--- config.mk ---
export PLATFORM = sky130hd
export DESIGN_NAME = inactivity_mood_controller
export DESIGN_NICKNAME = d
export VERILOG_FILES = /design/src/hdl/imc_pkg.sv /design/src/hdl/imc_eval.sv /design/src/hdl/imc_out_buf.sv /design/src/hdl/inactivity_mood_controller.sv
export VERILOG_INCLUDE_DIRS = /design/src /design/src/hdl
export SDC_FILE = /design/constraint.sdc
export NUM_CORES = 1
export LEC_CHECK = 0
export BUFFER_PORTS_ARGS = -buffer_cell sky130_fd_sc_hd__buf_4
export CAP_MARGIN = 0
export CELL_PAD_IN_SITES_DETAIL_PLACEMENT = 1
export CELL_PAD_IN_SITES_GLOBAL_PLACEMENT = 1
export CORE_MARGIN = 5
export CORE_UTILIZATION = 50
export DETAILED_ROUTE_END_ITERATION = 8
export GPL_TIMING_DRIVEN = 0
export PLACE_DENSITY_LB_ADDON = 0.1
export SETUP_SLACK_MARGIN = 0.3
export SYNTH_ARGS = -nofsm -noshare
export SYNTH_HDL_FRONTEND = slang
export SYNTH_SLANG_ARGS = --single-unit
--- constraint.sdc ---
create_clock -name clk -period 10.91 [get_ports clk]
set_input_delay 0.5455 -clock clk [delete_from_list [all_inputs] [get_ports clk]]
set_output_delay 0.5455 -clock clk [all_outputs]
set_load 0.005 [all_outputs]
--- src/hdl/inactivity_mood_controller_macros.svh ---
// Assertion macros shared by the inactivity mood controller files.
`ifndef INACTIVITY_MOOD_CONTROLLER_MACROS_SVH
`define INACTIVITY_MOOD_CONTROLLER_MACROS_SVH

// Condition holds in the same cycle as the trigger.
`define IMC_ASSERT_NOW(lbl, clk, rst, ante, cons, msg) \
  lbl: assert property (@(posedge clk) disable iff (rst) (ante) |-> (cons)) \
    else $error(msg);

// Condition holds in the cycle after the trigger.
`define IMC_ASSERT_NEXT(lbl, clk, rst, ante, cons, msg) \
  lbl: assert property (@(posedge clk) disable iff (rst) (ante) |=> (cons)) \
    else $error(msg);

`endif

--- src/hdl/imc_pkg.sv ---
// Types, constants and the brightness table of the inactivity mood controller.
`timescale 1ns / 1ps

package imc_pkg;

  typedef enum logic [1:0] {
    LVL_AWAKE   = 2'd0,
    LVL_AMBIENT = 2'd1,
    LVL_WHISPER = 2'd2,
    LVL_DREAM   = 2'd3
  } level_t;

  localparam logic [1:0] REG_AMBIENT_AFTER = 2'd0;
  localparam logic [1:0] REG_WHISPER_AFTER = 2'd1;
  localparam logic [1:0] REG_DREAM_AFTER   = 2'd2;
  localparam logic [1:0] REG_SLEEP_DELAY   = 2'd3;

  typedef struct packed {
    logic [31:0] ambient_after_ms;
    logic [31:0] whisper_after_ms;
    logic [31:0] dream_after_ms;
    logic [31:0] sleep_delay_ms;
  } cfg_t;

  typedef struct packed {
    level_t      level;
    logic [31:0] still_since;
    logic [31:0] last_change_time;
  } state_t;

  typedef struct packed {
    level_t     level;
    logic [6:0] brightness;
    logic       clock_shown;
    logic       voice_ready;
    logic       level_changed;
    logic       sleep_due;
  } result_t;

  function automatic logic [6:0] brightness_of(level_t lv);
    logic [6:0] b;
    case (lv)
      LVL_AWAKE:   b = 7'd100;
      LVL_AMBIENT: b = 7'd48;
      LVL_WHISPER: b = 7'd22;
      LVL_DREAM:   b = 7'd8;
      default:     b = 7'd100;
    endcase
    return b;
  endfunction

endpackage

--- src/hdl/imc_eval.sv ---
// Per-item level decision: next state and result from the current state.
`timescale 1ns / 1ps

module imc_eval (
  input  imc_pkg::state_t  state,
  input  imc_pkg::cfg_t    cfg,
  input  logic             cmd,
  input  logic [31:0]      now_ms,
  input  logic             screen_down,
  input  logic             moving,
  input  logic             user_active,
  output imc_pkg::state_t  state_next,
  output imc_pkg::result_t result
);

  logic [31:0]     idle_ms;
  logic [31:0]     since_change_ms;
  imc_pkg::level_t timed_level;
  imc_pkg::level_t lv;
  logic            changed;
  logic            delay_done;

  assign idle_ms         = now_ms - state.still_since;
  assign since_change_ms = now_ms - state.last_change_time;

  always_comb begin
    if (idle_ms >= cfg.dream_after_ms) begin
      timed_level = imc_pkg::LVL_DREAM;
    end else if (idle_ms >= cfg.whisper_after_ms) begin
      timed_level = imc_pkg::LVL_WHISPER;
    end else if (idle_ms >= cfg.ambient_after_ms) begin
      timed_level = imc_pkg::LVL_AMBIENT;
    end else begin
      timed_level = imc_pkg::LVL_AWAKE;
    end
  end

  always_comb begin
    state_next = state;
    if (cmd) begin
      lv                     = imc_pkg::LVL_AWAKE;
      state_next.still_since = now_ms;
    end else if (screen_down) begin
      lv                     = imc_pkg::LVL_DREAM;
      state_next.still_since = now_ms;
    end else if (moving || user_active) begin
      lv                     = imc_pkg::LVL_AWAKE;
      state_next.still_since = now_ms;
    end else begin
      lv = timed_level;
    end
    changed          = (lv != state.level);
    state_next.level = lv;
    if (changed || cmd) begin
      state_next.last_change_time = now_ms;
    end
  end

  // a fresh change means zero time in the new level
  assign delay_done = changed ? (cfg.sleep_delay_ms == 32'd0)
                              : (since_change_ms >= cfg.sleep_delay_ms);

  always_comb begin
    result.level         = lv;
    result.brightness    = imc_pkg::brightness_of(lv);
    result.clock_shown   = (lv != imc_pkg::LVL_AWAKE);
    result.voice_ready   = (lv == imc_pkg::LVL_AWAKE) || (lv == imc_pkg::LVL_AMBIENT);
    result.level_changed = changed;
    result.sleep_due     = (lv == imc_pkg::LVL_DREAM) && delay_done;
  end

endmodule

--- src/hdl/imc_out_buf.sv ---
// Two-entry result buffer: output register plus skid register.
`timescale 1ns / 1ps
`include "inactivity_mood_controller_macros.svh"

module imc_out_buf (
  input  logic             clk,
  input  logic             rst,
  input  logic             load,
  input  imc_pkg::result_t load_data,
  output logic             full,
  output logic             out_valid,
  input  logic             out_stall,
  output imc_pkg::result_t out_data
);

  logic             skid_valid;
  imc_pkg::result_t skid_data;

  assign full = skid_valid;

  always_ff @(posedge clk) begin
    if (rst) begin
      out_valid  <= 1'b0;
      skid_valid <= 1'b0;
    end else if (skid_valid) begin
      if (!out_stall) begin
        out_data   <= skid_data;
        skid_valid <= 1'b0;
      end
    end else if (load) begin
      if (out_valid && out_stall) begin
        skid_data  <= load_data;
        skid_valid <= 1'b1;
      end else begin
        out_data  <= load_data;
        out_valid <= 1'b1;
      end
    end else if (!out_stall) begin
      out_valid <= 1'b0;
    end
  end

  `IMC_ASSERT_NOW(a_skid_behind_out, clk, rst, skid_valid, out_valid, "skid holds item with empty output")
  `IMC_ASSERT_NEXT(a_skid_drains, clk, rst, skid_valid && !out_stall, out_valid && !skid_valid, "skid did not drain")
  `IMC_ASSERT_NEXT(a_no_load_when_full, clk, rst, skid_valid && out_stall, skid_valid && $stable(skid_data), "skid item overwritten")

endmodule

--- src/hdl/inactivity_mood_controller.sv ---
// Top level of the inactivity mood controller.
`timescale 1ns / 1ps
`include "inactivity_mood_controller_macros.svh"

// One item is taken per clock if in_stall is low, its result registered; the
// whole decision (stillness subtract, three threshold compares, sleep check)
// sits between the input handshake and the output register. A two-entry
// result buffer lets the block keep taking items while one result waits;
// in_stall rises only when both entries are held. Write thresholds through
// cfg_we/cfg_index/cfg_data only while no item is in flight.
module inactivity_mood_controller (
  input  logic        clk,
  input  logic        rst,
  input  logic        cfg_we,
  input  logic [1:0]  cfg_index,
  input  logic [31:0] cfg_data,
  input  logic        in_valid,
  output logic        in_stall,
  input  logic        cmd,
  input  logic [31:0] now_ms,
  input  logic        screen_down,
  input  logic        moving,
  input  logic        user_active,
  output logic        out_valid,
  input  logic        out_stall,
  output logic [1:0]  level,
  output logic [6:0]  brightness,
  output logic        clock_shown,
  output logic        voice_ready,
  output logic        level_changed,
  output logic        sleep_due
);

  imc_pkg::cfg_t    cfg;
  imc_pkg::state_t  state;
  imc_pkg::state_t  state_next;
  imc_pkg::result_t result;
  imc_pkg::result_t out_data;
  logic             accept;

  assign accept = in_valid && !in_stall;

  always_ff @(posedge clk) begin
    if (rst) begin
      cfg.ambient_after_ms <= 32'd30000;
      cfg.whisper_after_ms <= 32'd120000;
      cfg.dream_after_ms   <= 32'd600000;
      cfg.sleep_delay_ms   <= 32'd60000;
    end else if (cfg_we) begin
      case (cfg_index)
        imc_pkg::REG_AMBIENT_AFTER: cfg.ambient_after_ms <= cfg_data;
        imc_pkg::REG_WHISPER_AFTER: cfg.whisper_after_ms <= cfg_data;
        imc_pkg::REG_DREAM_AFTER:   cfg.dream_after_ms   <= cfg_data;
        imc_pkg::REG_SLEEP_DELAY:   cfg.sleep_delay_ms   <= cfg_data;
        default: ;
      endcase
    end
  end

  always_ff @(posedge clk) begin
    if (rst) begin
      state.level            <= imc_pkg::LVL_AWAKE;
      state.still_since      <= 32'd0;
      state.last_change_time <= 32'd0;
    end else if (accept) begin
      state <= state_next;
    end
  end

  imc_eval u_eval (
    .state       (state),
    .cfg         (cfg),
    .cmd         (cmd),
    .now_ms      (now_ms),
    .screen_down (screen_down),
    .moving      (moving),
    .user_active (user_active),
    .state_next  (state_next),
    .result      (result)
  );

  imc_out_buf u_out_buf (
    .clk       (clk),
    .rst       (rst),
    .load      (accept),
    .load_data (result),
    .full      (in_stall),
    .out_valid (out_valid),
    .out_stall (out_stall),
    .out_data  (out_data)
  );

  assign level         = out_data.level;
  assign brightness    = out_data.brightness;
  assign clock_shown   = out_data.clock_shown;
  assign voice_ready   = out_data.voice_ready;
  assign level_changed = out_data.level_changed;
  assign sleep_due     = out_data.sleep_due;

  `IMC_ASSERT_NEXT(a_wake_cmd, clk, rst, accept && cmd, state.level == imc_pkg::LVL_AWAKE && state.still_since == $past(now_ms), "wake command did not reset level")
  `IMC_ASSERT_NOW(a_due_only_dream, clk, rst, out_valid && sleep_due, level == imc_pkg::LVL_DREAM && clock_shown && !voice_ready, "sleep due outside dream")
  `IMC_ASSERT_NEXT(a_state_holds, clk, rst, !accept, $stable(state), "state moved without an item")

endmodule
* After elaboration in Yosys (flattened, before gate mapping) *
Cells that the tools add are included.
W data, S select, Z words.

storage, ports and cells
  input port bits = 75
  flip-flop bits (word level) = 222
  output and inout port bits = 15
  logic and storage cells = 84

operators by class
  eq/ne operators = 11
  magnitude comparators = 4
  bitwise logic cells = 2
  muxes and demuxes = 22
  $add $sub $neg = 2
  reduce and logical (&&, ||, !) cells = 22

operator list
  operator              number
  $ge A32 B32 Y1        4
  $mux W32              3
  $sub A32 B32 Y32      2
  $mux W13              4
  $logic_not A32 Y1     1
  $pmux W7 S4           1
  $reduce_and A2 Y1     6
  $mux W2               5
  $mux W1               9
  $eq A2 B2 Y1 const B  4
  $reduce_and A4 Y1     2
  $eq A2 B1 Y1 const B  2
  $logic_not A2 Y1      2
  $ne A2 B1 Y1 const B  2
  $ne A2 B2 Y1 const B  2
  $reduce_bool A2 Y1    2
  $logic_and A1 B1 Y1   3
  $logic_or A1 B1 Y1    3
  $reduce_and A3 Y1     1
  $reduce_bool A3 Y1    1
  $ne A2 B2 Y1          1
  $not A1 Y1            2
  $logic_not A1 Y1      1

* Depth between registers and ports, before layout *
  depth in word-level cells = 14
  mapped depth = 26
  gate-level depth less buffers = 26

* Hierarchy *
Synthesis repeated with hierarchy kept, for this count alone.

second synthesis, totals
  cell total of the unflattened synthesis = 1,877
  area total of the unflattened synthesis = 15,194.6 µm²

by module, submodules not included
  module                      area each (µm²)  sequential area each (µm²)  times used  cells an instance
  imc_eval                    7,408.4          0.0                         1           986
  inactivity_mood_controller  6,705.2          3,883.7                     1           837
  imc_out_buf                 1,081.0          820.8                       1           54

* Worst setup path after synthesis *
OpenSTA, ideal clock, no wires.

  path type = in2reg
  start point = in now_ms[0]
  end point = reg, netlist name u_out_buf.out_data[2]
  slack = 5,121 ps
  data required time = 10,650 ps
  buffers on the path = 0
  stages on the path = 25
  setup time = 260 ps
  arrival time = 5,529 ps
  cell sequence = inv_1 ha_1 inv_1 fa_1 a21o_1 nand4_1 a21boi_1 o311ai_2 a21boi_1 o31a_1 o31a_1 or4b_1 nand3_1 ha_1 nand4_1 a21oi_2 or4_4 o32ai_4 o31ai_1 a21oi_1 or2_2 inv_1 ha_1 or2_2 mux2_2

RTL lines
  item         RTL line                          RTL
  from (decl)  inactivity_mood_controller.sv:20  input logic [31:0] now_ms,

==> results.sh <==
export IMPL_outcome="finished clean"
export IMPL_synth_edf_count=24
export IMPL_synth_top_family_by_area="compound AO/OA/AOI/OAI gates"
export IMPL_numCtsBuffers=26
export IMPL_reg2reg_slack_ps=4090
export IMPL_grt_pass1_wl_um=73800
export IMPL_drtIter0Drc=556
export IMPL_clk_latency_ps=570
export IMPL_synth_top_area_share=0.264
export IMPL_synth_simple_area_share=0.194
export IMPL_timing_hold_ws_ps=241
export IMPL_drive_above_1_share=0.0837
export IMPL_worst_pin_slew_ps=1110
export IMPL_cts_resized_gates=0
export IMPL_arrival_ps=7130
export IMPL_min_from="cfg_data[19]"
export IMPL_hold_class="in2reg"
export IMPL_ant_nets=0
export IMPL_die_area_um2=33300
export IMPL_max_freq_mhz=147
export IMPL_leakagePower_nw=6.90
export IMPL_p_sw_frac=0.343
export IMPL_reg2regPathDepth=23
export IMPL_grt_pass1_vias=14400
export IMPL_coreArea_um2=29500
export IMPL_firstDrtPassIters=5
export IMPL_criticalPathCategory="reg2reg"
export IMPL_vias=13700
export IMPL_p_clk_frac=0.333
export IMPL_cap_violations=0
export IMPL_worst_ep_required_time_ps=11220
export IMPL_critPathMaxFanout=4
export IMPL_synth_compound_area_frac=0.195
export IMPL_cts_htree_levels=1
export IMPL_viasPerCell=5.73
export IMPL_cts_tree="done"
export IMPL_synth_avg_cell_area_um2=7.99
export IMPL_cts_sinks=220
export IMPL_holdPathStages=3
export IMPL_die_w_um=183
export IMPL_wl_met3_um=1640
export IMPL_nNetsFinal=2250
export IMPL_routed_wl_um=46600
export IMPL_timing_final_hold_violations=0
export IMPL_finalWorstSetupSlack_ps=4090
export IMPL_syn2layout_area_growth_pct=13.0
export IMPL_yosys_cell_types_count=82
export IMPL_yosys_area_share_adder=0.167
export IMPL_grt_setup_unrepaired="no"
export IMPL_wl_met1_um=20000
export IMPL_synth_nets=2136
export IMPL_end_kind="flop"
export IMPL_synth_seq_area_share=0.312
export IMPL_routedWlPerCell_um=19.5
export IMPL_rows=63
export IMPL_cts_setup_buffers=0
export IMPL_root_buffer="clkbuf_16"
export IMPL_netlist_top_cells_area="dfxtp_1 26%, ha_1 16%, nand2_1 8.0%"
export IMPL_ir_worst_vdd_mv=0.113
export IMPL_cp_start_kind="flop"
export IMPL_slew_limit_headroom=0.258
export IMPL_clk_path_buf_depth=3
export IMPL_netlist_area_um2=14900
export IMPL_combPwrFrac=0.316
export IMPL_setup_tns_ps=0
export IMPL_worst_r2r_endpoint="u_out_buf.out_data[2]"
export IMPL_grt_max_degree=15
export IMPL_syn_inst=1864
export IMPL_io_buffer_count=86
export IMPL_drv_slew=0
export IMPL_min_to="cfg[51]"
export IMPL_powerDensity_nw_per_um2=149
export IMPL_dp_hpwl_um=37100
export IMPL_synth_xor_area_share=0.0276
export IMPL_route_met2_wl_um=23400
export IMPL_switchingPower_mw=0.859
export IMPL_clk_pin_slew_ps=60
export IMPL_muxShareOfSynthArea=0.0311
export IMPL_die_h_um=183
export IMPL_seq_power_share=0.351
export IMPL_post_place_ws_ps=3870
export IMPL_finalCritPeriodShare=0.625
export IMPL_ioPinCount=90
export IMPL_setup_violations=0
export IMPL_ys_warnings_count=0
export IMPL_finalClockSkew_ps=30.5
export IMPL_yosysTopAreaCell="dfxtp_1"
export IMPL_grt_overflow=0
export IMPL_p_int_mw=1.65
export IMPL_grt_use_total=0.273
export IMPL_drcViolationCount=0
export IMPL_cts_hold_buf=0
export IMPL_async_flop_share=0
export IMPL_antenna_found_initial=0
export IMPL_top_layer="met4"
export IMPL_initial_core_util=0.505
export IMPL_reg2reg_from="state[33]"
export IMPL_period_needed_ps=6820
export IMPL_ys_flop_type="dfxtp_1"
export IMPL_yosys_register_bits=220
export IMPL_globalplace_congestion=0.925
-- worst max-delay path, cell delays in order, from the launching register on --
cell and delay [ps]:
dfxtp_1 330, inv_1 80, ha_1 270, nor2b_1 130, o21a_1 170, o21ai_0 360
a211oi_1 190, nor2_1 300, o211ai_1 240, o31ai_1 490, o21ai_0 230, a21oi_1 470
ha_1 350, a21o_1 180, a21o_1 170, a211oi_1 470, nor4b_2 650, o31ai_1 130
a21oi_1 270, or2_2 210, inv_1 90, ha_1 210, or2_2 310, mux2_2 280
-- cell families (layout without fill, tap and decap cells) --
group / count (synthesis) / count (layout)
other: 1 / 2
AND/OR/NAND/NOR: 621 / 621
buffers and inverters: 276 / 408
AO/OA/AOI/OAI: 457 / 457
XOR/XNOR: 47 / 47
adder cells (fa/ha/maj): 197 / 197
flip-flops: 220 / 220
multiplexers: 45 / 45
-- through the flow --
stage / total power, mW / cell area (um2) / cells / util
6_report: 2.51 / 16800 / 2387 / 0.571
5_1_grt: 2.66 / 16800 / 2386 / 0.571
4_1_cts: 2.52 / 16800 / 2386 / 0.571
3_5_place_dp: 1.68 / 16000 / 2340 / 0.544
3_3_place_gp: 1.63 / 16000 / 2340 / 0.543
2_1_floorplan: 1.44 / 14900 / 1864 / -
-- metal layers --
layer | vias to the layer above | track usage
met4 | 0 | 0.0880
li1 | 6644 | -
met1 | 6688 | 0.333
met2 | 241 | 0.502
met3 | 100 | 0.0275
met5 | - | 0
-- cells in the mapped netlist, types with 11 or more instances --
library cell  instances
xnor2_1              37
a211oi_1             15
nand2_1             318
dfxtp_1             196
or2_2                11
a211o_1              25
edfxtp_1             24
a21o_1               43
nor3_1               16
nand4_1              26
nand3_1              24
ha_1                195
nor2_1               88
o21ai_0              55
clkbuf_1             62
nand2b_1             73
o21a_1               19
inv_1               208
a21oi_1             216
mux2i_1              35
-- layout by cell type, fill, tap and decap left out, drive strengths merged, types with 9 or more instances in the layout --
cell / synthesis / routed
a211o: 26 / 26
a211oi: 17 / 17
a21o: 43 / 43
a21oi: 218 / 218
a31oi: 10 / 10
buf: 5 / 91
clkbuf: 62 / 95
clkinv: 1 / 13
dfxtp: 196 / 196
edfxtp: 24 / 24
ha: 195 / 195
inv: 208 / 208
mux2: 10 / 10
mux2i: 35 / 35
nand2: 319 / 319
nand2b: 73 / 73
nand3: 24 / 24
nand3b: 10 / 10
nand4: 26 / 26
nor2: 88 / 88
nor2b: 10 / 10
nor3: 17 / 17
nor4: 9 / 9
o211ai: 9 / 9
o21a: 19 / 19
o21ai: 56 / 56
o31ai: 9 / 9
or2: 12 / 12
xnor2: 37 / 37
xor2: 10 / 10
-- power by group through the flow --
stage               clock network [mW]  logic, mW  registers, mW
global placement                     0      0.739          0.895
detailed placement                   0      0.783          0.897
finish                           0.835      0.793          0.880
global route                     0.887      0.885          0.884
floorplan                            0      0.545          0.891
CTS                              0.850      0.794          0.880
-- flip-flops by register name (all words and copies together) (netlist names) --
register,cells
cfg,128
state,66
u_out_buf.out_data,12
u_out_buf.skid_data,12
u_out_buf.full,1
u_out_buf.out_valid,1
-- final cells by class --
cell class	count	area [um2]
timing repair buffer	86	646
sequential	220	4640
clock buffer	33	687
multi-input combinational	1368	9160
inverter	209	785
buffer	67	308
tap	390	488
clock inverter	13	108
antenna	1	2.50
fill	3696	12700
-- worst max path at each step --
stage | slack (ps) | end | startpoint | cells after the start
floorplan | 5120 | u_out_buf.out_data[2] | now_ms[0] | 25
global placement | 4030 | u_out_buf.out_data[2] | now_ms[0] | 25
detailed placement | 3870 | u_out_buf.out_data[2] | now_ms[1] | 23
CTS | 4170 | u_out_buf.out_data[2] | state[33] | 23
global route | 3790 | u_out_buf.out_data[2] | state[33] | 23
finish | 4090 | u_out_buf.out_data[2] | state[33] | 23
Note: power is estimated with default switching activity, not from simulation.
